`src/rne_pkg.sv`:
```
// Shared constants and letter lookup for the Roman numeral encoder.
package rne_pkg;

  localparam int unsigned ROMAN_MAX   = 3999;
  localparam logic [6:0]  ASCII_ZERO  = 7'h30;
  localparam logic [6:0]  ASCII_MINUS = 7'h2d;
  localparam logic [6:0]  CASE_BIT    = 7'h20;

  // letter index: 0 I, 1 V, 2 X, 3 L, 4 C, 5 D, 6 M
  function automatic logic [6:0] roman_letter(input logic [2:0] idx, input logic upper);
    logic [6:0] ch;
    case (idx)
      3'd0:    ch = 7'h49;
      3'd1:    ch = 7'h56;
      3'd2:    ch = 7'h58;
      3'd3:    ch = 7'h4c;
      3'd4:    ch = 7'h43;
      3'd5:    ch = 7'h44;
      3'd6:    ch = 7'h4d;
      default: ch = 7'h4d;
    endcase
    return upper ? ch : (ch | CASE_BIT);
  endfunction

endpackage

```
`src/rne_bcd_conv.sv`:
```
// Bit-serial binary to BCD converter (shift and add-3), one input bit per cycle.
module rne_bcd_conv #(
  parameter int W    = 16,
  parameter int NDIG = 5
) (
  input  logic              clk,
  input  logic              rst_n,
  input  logic              start,
  input  logic [W-1:0]      mag,
  output logic              done,
  output logic [NDIG*4-1:0] bcd
);

  localparam int NB = NDIG * 4;
  localparam int CW = $clog2(W + 1);

  logic [W-1:0]  shreg_r, shreg_nxt;
  logic [NB-1:0] bcd_r, bcd_nxt;
  logic [CW-1:0] cnt_r, cnt_nxt;
  logic          busy_r, busy_nxt;
  logic          done_r, done_nxt;
  logic [NB-1:0] adj;

  // add 3 to every digit of 5 or more before the shift
  always_comb begin
    for (int i = 0; i < NDIG; i++) begin
      adj[i*4 +: 4] = (bcd_r[i*4 +: 4] >= 4'd5) ? (bcd_r[i*4 +: 4] + 4'd3) : bcd_r[i*4 +: 4];
    end
  end

  always_comb begin
    shreg_nxt = shreg_r;
    bcd_nxt   = bcd_r;
    cnt_nxt   = cnt_r;
    busy_nxt  = busy_r;
    done_nxt  = 1'b0;
    if (start) begin
      shreg_nxt = mag;
      bcd_nxt   = '0;
      cnt_nxt   = CW'(W);
      busy_nxt  = 1'b1;
    end else if (busy_r) begin
      shreg_nxt = {shreg_r[W-2:0], 1'b0};
      bcd_nxt   = {adj[NB-2:0], shreg_r[W-1]};
      cnt_nxt   = cnt_r - CW'(1);
      if (cnt_r == CW'(1)) begin
        busy_nxt = 1'b0;
        done_nxt = 1'b1;
      end
    end
  end

  always_ff @(posedge clk) begin
    if (!rst_n) begin
      busy_r <= 1'b0;
      done_r <= 1'b0;
      cnt_r  <= '0;
    end else begin
      busy_r <= busy_nxt;
      done_r <= done_nxt;
      cnt_r  <= cnt_nxt;
    end
    shreg_r <= shreg_nxt;
    bcd_r   <= bcd_nxt;
  end

  assign done = done_r;
  assign bcd  = bcd_r;

endmodule

```
`src/roman_numeral_encoder_core.sv`:
```
// Roman numeral encoder top level: digit conversion, character sequencer, output register.
// Flow: shift/add-3 BCD conversion, a handoff to the sequencer, then one character per cycle
//   into the output register while its slot is free (a zero Roman digit or a leading zero
//   takes a sequencer step with no character). A new value is taken only after the last
//   character is written; in_stall is high from acceptance to the last character.
// Reset (synchronous, rst_n low): sequencer idle, output empty, upper_case cleared to lowercase.
module roman_numeral_encoder_core #(
  parameter int VALUE_WIDTH = 16
) (
  input  logic                          clk,
  input  logic                          rst_n,
  // configuration
  input  logic                          cfg_wr_en,
  input  logic                          cfg_wr_data,
  // input channel
  input  logic                          in_valid,
  output logic                          in_stall,
  input  logic signed [VALUE_WIDTH-1:0] in_value,
  // result channel
  output logic                          out_valid,
  input  logic                          out_stall,
  output logic [6:0]                    out_char_code,
  output logic                          out_last_char,
  output logic                          out_is_fallback
);
  import rne_pkg::*;

  localparam int W    = VALUE_WIDTH;
  // enough decimal digits for the largest magnitude, 2^(W-1)
  localparam int NDIG = VALUE_WIDTH * 3 / 10 + 1;
  localparam int NB   = NDIG * 4;
  localparam int DW   = $clog2(NDIG);

  typedef enum logic [2:0] {
    IDLE,
    CONV,
    SIGN,
    ROMAN,
    DEC
  } state_t;

  state_t        state_r, state_nxt;
  logic          upper_r;
  logic          neg_r, neg_nxt;
  logic          fb_r, fb_nxt;
  logic [DW-1:0] pos_r, pos_nxt;
  logic [1:0]    sub_r, sub_nxt;
  logic          started_r, started_nxt;

  logic          out_valid_r, out_valid_nxt;
  logic [6:0]    out_char_r, out_char_nxt;
  logic          out_last_r, out_last_nxt;
  logic          out_fb_r, out_fb_nxt;

  logic [W-1:0]  raw_u;
  logic          in_neg;
  logic          in_roman;
  logic [W-1:0]  in_mag;
  logic          conv_start;
  logic          conv_done;
  logic [NB-1:0] bcd;

  // input decode: Roman only for 1..3999, magnitude in W bits (most negative stays 2^(W-1))
  assign raw_u    = $unsigned(in_value);
  assign in_neg   = raw_u[W-1];
  assign in_roman = !in_neg && (raw_u != '0) && (raw_u <= W'(ROMAN_MAX));
  assign in_mag   = in_neg ? (~raw_u + W'(1)) : raw_u;

  assign in_stall   = (state_r != IDLE);
  assign conv_start = in_valid && (state_r == IDLE);

  rne_bcd_conv #(
    .W    (W),
    .NDIG (NDIG)
  ) u_conv (
    .clk   (clk),
    .rst_n (rst_n),
    .start (conv_start),
    .mag   (in_mag),
    .done  (conv_done),
    .bcd   (bcd)
  );

  // current decimal digit and whether all digits below it are zero
  logic [3:0] dig;
  logic       low_zero;
  assign dig      = bcd[pos_r*4 +: 4];
  assign low_zero = ((bcd & ~({NB{1'b1}} << {pos_r, 2'b00})) == '0);

  // Roman letters for this decade: one at 2*pos, five and ten above it
  logic [2:0] one_idx;
  logic [6:0] one_ch, five_ch, ten_ch;
  logic [2:0] r_len;
  logic [6:0] r_ch;
  assign one_idx = {pos_r[1:0], 1'b0};
  assign one_ch  = roman_letter(one_idx, upper_r);
  assign five_ch = roman_letter(one_idx + 3'd1, upper_r);
  assign ten_ch  = roman_letter(one_idx + 3'd2, upper_r);

  always_comb begin
    r_len = 3'd0;
    r_ch  = one_ch;
    case (dig)
      4'd1, 4'd2, 4'd3: r_len = dig[2:0];
      4'd4: begin
        r_len = 3'd2;
        r_ch  = (sub_r == 2'd0) ? one_ch : five_ch;
      end
      4'd5, 4'd6, 4'd7, 4'd8: begin
        r_len = dig[2:0] - 3'd4;
        r_ch  = (sub_r == 2'd0) ? five_ch : one_ch;
      end
      4'd9: begin
        r_len = 3'd2;
        r_ch  = (sub_r == 2'd0) ? one_ch : ten_ch;
      end
      default: r_len = 3'd0;
    endcase
  end

  logic       slot_free;
  logic       emit;
  logic [6:0] emit_ch;
  logic       emit_last;
  logic       r_digit_end;

  assign slot_free   = !out_valid_r || !out_stall;
  assign r_digit_end = ({1'b0, sub_r} == r_len - 3'd1);

  always_comb begin
    state_nxt   = state_r;
    neg_nxt     = neg_r;
    fb_nxt      = fb_r;
    pos_nxt     = pos_r;
    sub_nxt     = sub_r;
    started_nxt = started_r;
    emit        = 1'b0;
    emit_ch     = ASCII_ZERO;
    emit_last   = 1'b0;
    case (state_r)
      IDLE: begin
        if (in_valid) begin
          neg_nxt   = in_neg;
          fb_nxt    = !in_roman;
          state_nxt = CONV;
        end
      end
      CONV: begin
        if (conv_done) begin
          sub_nxt     = 2'd0;
          started_nxt = 1'b0;
          if (fb_r) begin
            pos_nxt   = DW'(NDIG - 1);
            state_nxt = neg_r ? SIGN : DEC;
          end else begin
            pos_nxt   = DW'(3);
            state_nxt = ROMAN;
          end
        end
      end
      SIGN: begin
        if (slot_free) begin
          emit      = 1'b1;
          emit_ch   = ASCII_MINUS;
          state_nxt = DEC;
        end
      end
      ROMAN: begin
        if (r_len == 3'd0) begin
          // zero digit: nothing to write
          pos_nxt = pos_r - DW'(1);
        end else if (slot_free) begin
          emit      = 1'b1;
          emit_ch   = r_ch;
          emit_last = r_digit_end && low_zero;
          if (r_digit_end) begin
            sub_nxt = 2'd0;
            pos_nxt = pos_r - DW'(1);
            if (low_zero) begin
              state_nxt = IDLE;
            end
          end else begin
            sub_nxt = sub_r + 2'd1;
          end
        end
      end
      DEC: begin
        if (!started_r && (dig == 4'd0) && (pos_r != '0)) begin
          // leading zero
          pos_nxt = pos_r - DW'(1);
        end else if (slot_free) begin
          emit        = 1'b1;
          emit_ch     = ASCII_ZERO | {3'b000, dig};
          emit_last   = (pos_r == '0);
          started_nxt = 1'b1;
          pos_nxt     = pos_r - DW'(1);
          if (pos_r == '0) begin
            state_nxt = IDLE;
          end
        end
      end
      default: state_nxt = IDLE;
    endcase
  end

  // output register: holds a character while the far side stalls
  always_comb begin
    out_valid_nxt = out_valid_r;
    out_char_nxt  = out_char_r;
    out_last_nxt  = out_last_r;
    out_fb_nxt    = out_fb_r;
    if (emit) begin
      out_valid_nxt = 1'b1;
      out_char_nxt  = emit_ch;
      out_last_nxt  = emit_last;
      out_fb_nxt    = fb_r;
    end else if (!out_stall) begin
      out_valid_nxt = 1'b0;
    end
  end

  always_ff @(posedge clk) begin
    if (!rst_n) begin
      state_r     <= IDLE;
      out_valid_r <= 1'b0;
      upper_r     <= 1'b0;
    end else begin
      state_r     <= state_nxt;
      out_valid_r <= out_valid_nxt;
      if (cfg_wr_en) begin
        upper_r <= cfg_wr_data;
      end
    end
    neg_r      <= neg_nxt;
    fb_r       <= fb_nxt;
    pos_r      <= pos_nxt;
    sub_r      <= sub_nxt;
    started_r  <= started_nxt;
    out_char_r <= out_char_nxt;
    out_last_r <= out_last_nxt;
    out_fb_r   <= out_fb_nxt;
  end

  assign out_valid       = out_valid_r;
  assign out_char_code   = out_char_r;
  assign out_last_char   = out_last_r;
  assign out_is_fallback = out_fb_r;

endmodule
```
`config.mk`:
```
export PLATFORM = sky130hd
export DESIGN_NAME = roman_numeral_encoder_core
export DESIGN_NICKNAME = d
export VERILOG_FILES = /design/src/rne_pkg.sv /design/src/rne_bcd_conv.sv /design/src/roman_numeral_encoder_core.sv
export SDC_FILE = /design/constraint.sdc
export NUM_CORES = 1
export LEC_CHECK = 0
export BUFFER_PORTS_ARGS = -buffer_cell sky130_fd_sc_hd__clkbuf_2
export CAP_MARGIN = 10
export CORE_MARGIN = 1.5
export CORE_UTILIZATION = 35
export CTS_CLUSTER_SIZE = 25
export DETAILED_ROUTE_END_ITERATION = 6
export PLACE_DENSITY = 0.61
export SYNTH_ARGS = -nofsm -noshare
export SYNTH_HDL_FRONTEND = slang
export SYNTH_SLANG_ARGS = --single-unit
export TNS_END_PERCENT = 5
```
`constraint.sdc`:
```
create_clock -name clk -period 7.85 [get_ports clk]
set_input_delay 0.785 -clock clk [delete_from_list [all_inputs] [get_ports clk]]
set_output_delay 0.785 -clock clk [all_outputs]
set_load 0.02 [all_outputs]
```
# [After elaboration in Yosys (flattened, before gate mapping)]
# Cells that the tools add are included.
[totals] regBits=65
[classes] mux=72 n_eq_ne=41 magnitude_cmp=6 bitwise=5 reduce_logical=38 shifts=2 n_addsub=13
[ops] cell="$mux 3" n=20
[ops] cell="$pmux 5 s6" n=2
[ops] cell="$mux 16" n=3
[ops] cell="$pmux 7 s3" n=2
[ops] cell="$mux 7" n=5
[ops] cell="$mux 4" n=6
[ops] cell="$and 20x20->20" n=1
[ops] cell="$ge 4x3->1 const B" n=5
[ops] cell="$logic_not 20->1" n=1
[ops] cell="$not 20->20" n=1
[ops] cell="$shiftx 20x6->4" n=1
[ops] cell="$shl 20x5->20 const A" n=1
[ops] cell="$eq 3x2->1 const B" n=6
[ops] cell="$logic_not 3->1" n=6
[ops] cell="$mux 6" n=3
[ops] cell="$ne 2x2->1 const B" n=9
[ops] cell="$pmux 3 s3" n=2
[ops] cell="$add 16x1->16 const B" n=1
[ops] cell="$add 4x2->4 const B" n=4
[ops] cell="$eq 4x3->1 const B" n=4
[ops] cell="$le 16x12->1 const B" n=1
[ops] cell="$mux 1" n=16
[ops] cell="$not 16->16" n=1
[ops] cell="$reduce_bool 16->1" n=1
[ops] cell="39 further kinds" n=75

# [Depth between registers and ports, before layout]
[depth] ltp_word=10 depth_mapped=14

# [Modules after synthesis]
# Synthesis repeated with hierarchy kept, for this count alone.
[hier_totals] cells_unflattened=498 hier_area_um2=4516.8
[by_module_without_submodules] mod="roman_numeral_encoder_core" cells_each=288 seq_area_each_um2=610.6 n_inst=1 area_per_inst_um2=2352.3
[by_module_without_submodules] mod="rne_bcd_conv" cells_each=210 seq_area_each_um2=1021.0 n_inst=1 area_per_inst_um2=2164.6

# [Worst setup path before layout]
# OpenSTA, ideal clock, no wires.
[synth_timing] kind="register to register" start="reg pos_r[0]" end="reg out_char_r[4], in the netlist out_char_code[4], data pin" synth_period_minus_slack_ns=3.238 slack_ns=4.612 setup_ns=0.264 n_path_buf=1 stages_incl_launch_ff=15 arrival_time_ns=2.974 path_cell_list="edfxtp_1 > buf_6 > mux2_4 > or3_4 > o21a_4 > o21ai_0 > a21oi_1 > ha_1 > ha_1 > nor2_1 > nand3_1 > inv_1 > o31ai_2 > a211oi_1 > a21oi_1"
[synth_via] elab_chain_len=9 word_cells_on_any_way=46
[synth_rtl] item="from (decl)" line="roman_numeral_encoder_core.sv:46" source="logic [DW-1:0] pos_r, pos_nxt;"
[synth_rtl] item="from (signal assigned)" line="roman_numeral_encoder_core.sv:236" source="pos_r <= pos_nxt;"
[synth_rtl] item="$add 3x2->3 or $add 3x1->3 (tied branches)" line="roman_numeral_encoder_core.sv:98, roman_numeral_encoder_core.sv:97"
[synth_rtl] item="$eq 3x3->1 (tied with other cells)" line="rne_pkg.sv:12" source="case (idx)"
[synth_rtl] item="$pmux 5 s6" line="rne_pkg.sv:12"
[synth_rtl] item="$mux 6" line="rne_pkg.sv:22" source="return upper ? ch : (ch | CASE_BIT);"
[synth_rtl] item="$mux 7 (on tied branches)" line="roman_numeral_encoder_core.sv:115, roman_numeral_encoder_core.sv:107, roman_numeral_encoder_core.sv:111"
[synth_rtl] item="$pmux 7 s3" line="roman_numeral_encoder_core.sv:103" source="case (dig)"
[synth_rtl] item="$mux 7" line="roman_numeral_encoder_core.sv:172" source="end else if (slot_free) begin"
[synth_rtl] item="$mux 7 (*)" line="roman_numeral_encoder_core.sv:169" source="if (r_len == 3'd0) begin"
[synth_rtl] item="$pmux 7 s3 (*)" line="roman_numeral_encoder_core.sv:140" source="case (state_r)"
[synth_rtl] item="named net emit_ch[4]" line="roman_numeral_encoder_core.sv:123" source="logic [6:0] emit_ch;"
[synth_rtl] item="to (signal assigned)" line="roman_numeral_encoder_core.sv:239" source="out_char_r <= out_char_nxt;"
[synth_rtl] item="to (decl)" line="roman_numeral_encoder_core.sv:51" source="logic [6:0] out_char_r, out_char_nxt;"
# Mark *: on every way through the listed nets, which the timed path passes. The rest lies on a longest branch.
# A chain may end at the register's enable or synchronous reset.

# [Worst setup path in the final report]
# Ends and elaborated chain as after synthesis.

==> reports/metrics.cfg <==
[run_status]
outcome = complete, no violations

[clocking]
insertion_delay_ns = 0.33
cts_tree = done
clk_pin_slew_ns = 0.06
cts_resized = 0
cts.hold.buffers_added = 0
ctsLongestPathBuffers = 2
h-tree-depth = 3
cts_buffers = 9
postCtsSetupRepairBufs = 0
cts.sinks = 65
cts-root-buf = clkbuf_16

[setup_path]
cpMostUsedCell = a21oi_1
reg2reg_depth = 13
path_buf_inv = 1
crit_arrival_ns = 4.20
r2r-end = out_char_code[4]
cpLargestDelayFamily = compound AO/OA/AOI/OAI gates
critPathSlowestCell = edfxtp_1
critical_path_class = reg -> reg
slowest_delay_ns = 0.98
cp_data_required_time_ns = 7.92
path_cells = mux2_2, a221o_1, a21oi_1, and2_1, a21oi_1, ha_1, ha_1, nor2_1, nand3_1, inv_1, o31ai_2, a211oi_1, a21oi_1
reg2reg_slack_ns = 3.72
r2r_start = pos_r[0]
crit_fanout = 27
endpoint_kind = flop
critPathLaunchType = flop

[timing]
finalClockSkew_ns = 0.00541
fmax_ghz = 0.242
slew_headroom_pct = 36.1
hold_viol_final = 0
fin_crit_ns = 4.13
fin_setup_tns_ns = 0
layout_worst_path_cycle_share_pct = 52.7
slew_viol_final = 0
setup-violations-final = 0
setup_ws_ns = 3.72
worst_pin_slew_ns = 0.958
rsz0062_at_grt = no

[logic_synthesis]
synth_flop_cell = edfxtp_1
synthArstFlopShare_pct = 0
synth_fp_nets = 578
syn_area_um2 = 4540
synth-edff-count = 33
seq_area_frac_synth_pct = 35.9
syn_inst = 531
syn_area_per_cell_um2 = 8.55
ys_types = 66
synth_seq_cells = 65
ys_warn_count = 0

[global_routing]
grt_pass1_vias = 3709
grt.total_usage_pct = 16.3
grt_overflow = 0
grt_pass1_wl_um = 17500
grt_antenna_before_repair = 0
grt_max_degree = 55

[placed_design]
place_worst_setup_slack_ns = 3.81
port_buffers = 32
gp_congestion = 0.918
hpwlAfterDp_um = 7720

[finish]
antenna_cells = 0
final_cell_mix = 64 x nor2_1, 48 x nand2_1, 43 x a21oi_1, 33 x edfxtp_1
num-nets-final = 598
final_common_cell = nor2_1
nFillCells = 1289
area_growth_pct = 13.3
layout-drive-gt1-share_pct = 11.9

[run]
drv_cap = 0

[route]
drt_first_pass_iters = 4
routedWlPerCell_um = 14.5
vias = 3924
antenna_left = 0
drt_wl_total_um = 10500
vias_per_cell = 5.39
drtIter0Drc = 236
drc = 0

[floorplan]
start_util_pct = 36.0
coreArea_um2 = 12600
die_area_um2 = 13700
rows = 41
die_w_um = 117
io_pins = 33
die_h_um = 117

[pwr]
p_leak_nw = 1.93
max-vdd-ir-drop_mv = 0.130
p_per_area_nw_per_um2 = 201

[worst_hold_path]
hold-path-cell-count = 1
hold_start = upper_r
min_path_type = reg -> reg
hold_path_end = out_char_code[5]

## metrics by stage
| stage | std cells | hold WS, ns | cell area [um^2] | util (%) | power (mW) |
|---|---|---|---|---|---|
| global placement | 711 | 0.461 | 4830 | 38.3 | 0.642 |
| finish | 728 | 0.488 | 5140 | 40.8 | 1.03 |
| global route | 728 | 0.498 | 5140 | 40.8 | 1.09 |
| CTS | 727 | 0.485 | 5120 | 40.6 | 1.05 |
| floorplan | 531 | 0.433 | 4540 | - | 0.591 |
| detailed placement | 711 | 0.466 | 4830 | 38.3 | 0.649 |
## layout make-up
| class | instances | area, um^2 | area share [%] |
|---|---|---|---|
| Inverter | 31 | 116 | 2.26 |
| Timing Repair Buffer | 35 | 195 | 3.79 |
| Sequential cell | 65 | 1630 | 31.7 |
| Multi-Input combinational cell | 409 | 2690 | 52.3 |
| Clock buffer | 12 | 268 | 5.21 |
| Tap cell | 172 | 215 | 4.18 |
| Clock inverter | 4 | 25.0 | 0.486 |
## cell families after synthesis
logic type	share of synthesized area [%]
AND/OR/NAND/NOR	19.3
AO/OA/AOI/OAI	21.7
flip-flops	35.9
buffers and inverters	4.96
XOR/XNOR	5.40
multiplexers	5.92
adder cells (fa/ha/maj)	6.89
## worst max path at each step
stage,from,end,slack [ns],cells after the start
2_1_floorplan,pos_r[0],out_char_code[4],4.61,14
3_3_place_gp,pos_r[0],out_char_code[4],3.89,13
3_5_place_dp,pos_r[0],out_char_code[4],3.81,13
4_1_cts,pos_r[0],out_char_code[4],3.77,13
5_1_grt,pos_r[0],out_char_code[4],3.45,13
6_report,pos_r[0],out_char_code[4],3.72,13
## synth_stat cells, types with 3 or more instances
library cell / count / area share (%)
o41ai_1: 5 / 0.96
mux2_2: 3 / 0.74
dfxtp_1: 32 / 14
nor2_1: 65 / 5.4
o21a_1: 5 / 0.83
nand2_1: 48 / 4.0
buf_2: 3 / 0.33
or3_1: 3 / 0.41
nand4_1: 3 / 0.41
nor3_1: 13 / 1.4
or4_1: 3 / 0.50
nor4_1: 5 / 0.69
edfxtp_1: 33 / 22
a21oi_1: 43 / 4.7
nor2b_1: 6 / 0.83
a211oi_1: 7 / 1.2
o31a_1: 3 / 0.58
nand3_1: 11 / 1.2
mux2i_1: 22 / 4.8
xnor2_1: 10 / 1.9
o21ai_0: 33 / 3.6
nand2b_1: 11 / 1.5
ha_1: 25 / 6.9
and2_1: 3 / 0.41
clkbuf_1: 21 / 1.7
a221o_1: 4 / 0.88
inv_1: 31 / 2.6
nor3b_1: 3 / 0.50
o31ai_1: 5 / 0.83
xor2_1: 18 / 3.5
a21boi_0: 4 / 0.66
o22ai_1: 3 / 0.41
o21ai_1: 8 / 0.88
## power by group
group	internal, mW	leakage, nW	total, mW	switching, mW
clock	0.240	0.140	0.387	0.147
combinational	0.0836	1.23	0.212	0.128
sequential	0.403	0.563	0.434	0.0316
## state kept, by name, summed over array words and instances, names as in the netlist
| name | flops |
|---|---|
| fb_r | 1 |
| neg_r | 1 |
| out_char_code | 7 |
| out_is_fallback | 1 |
| out_last_char | 1 |
| out_valid | 1 |
| pos_r | 3 |
| started_r | 1 |
| state_r | 3 |
| sub_r | 2 |
| u_conv.bcd | 20 |
| u_conv.busy_r | 1 |
| u_conv.cnt_r | 5 |
| u_conv.done | 1 |
| u_conv.shreg_r | 16 |
| upper_r | 1 |
## layer usage
layer	wire length (um)	GRT usage (%)
met3	520	4.17
met2	5060	27.6
met5	0	0
met1	4820	20.0
met4	153	6.35
(Power assumes the default switching activity.)
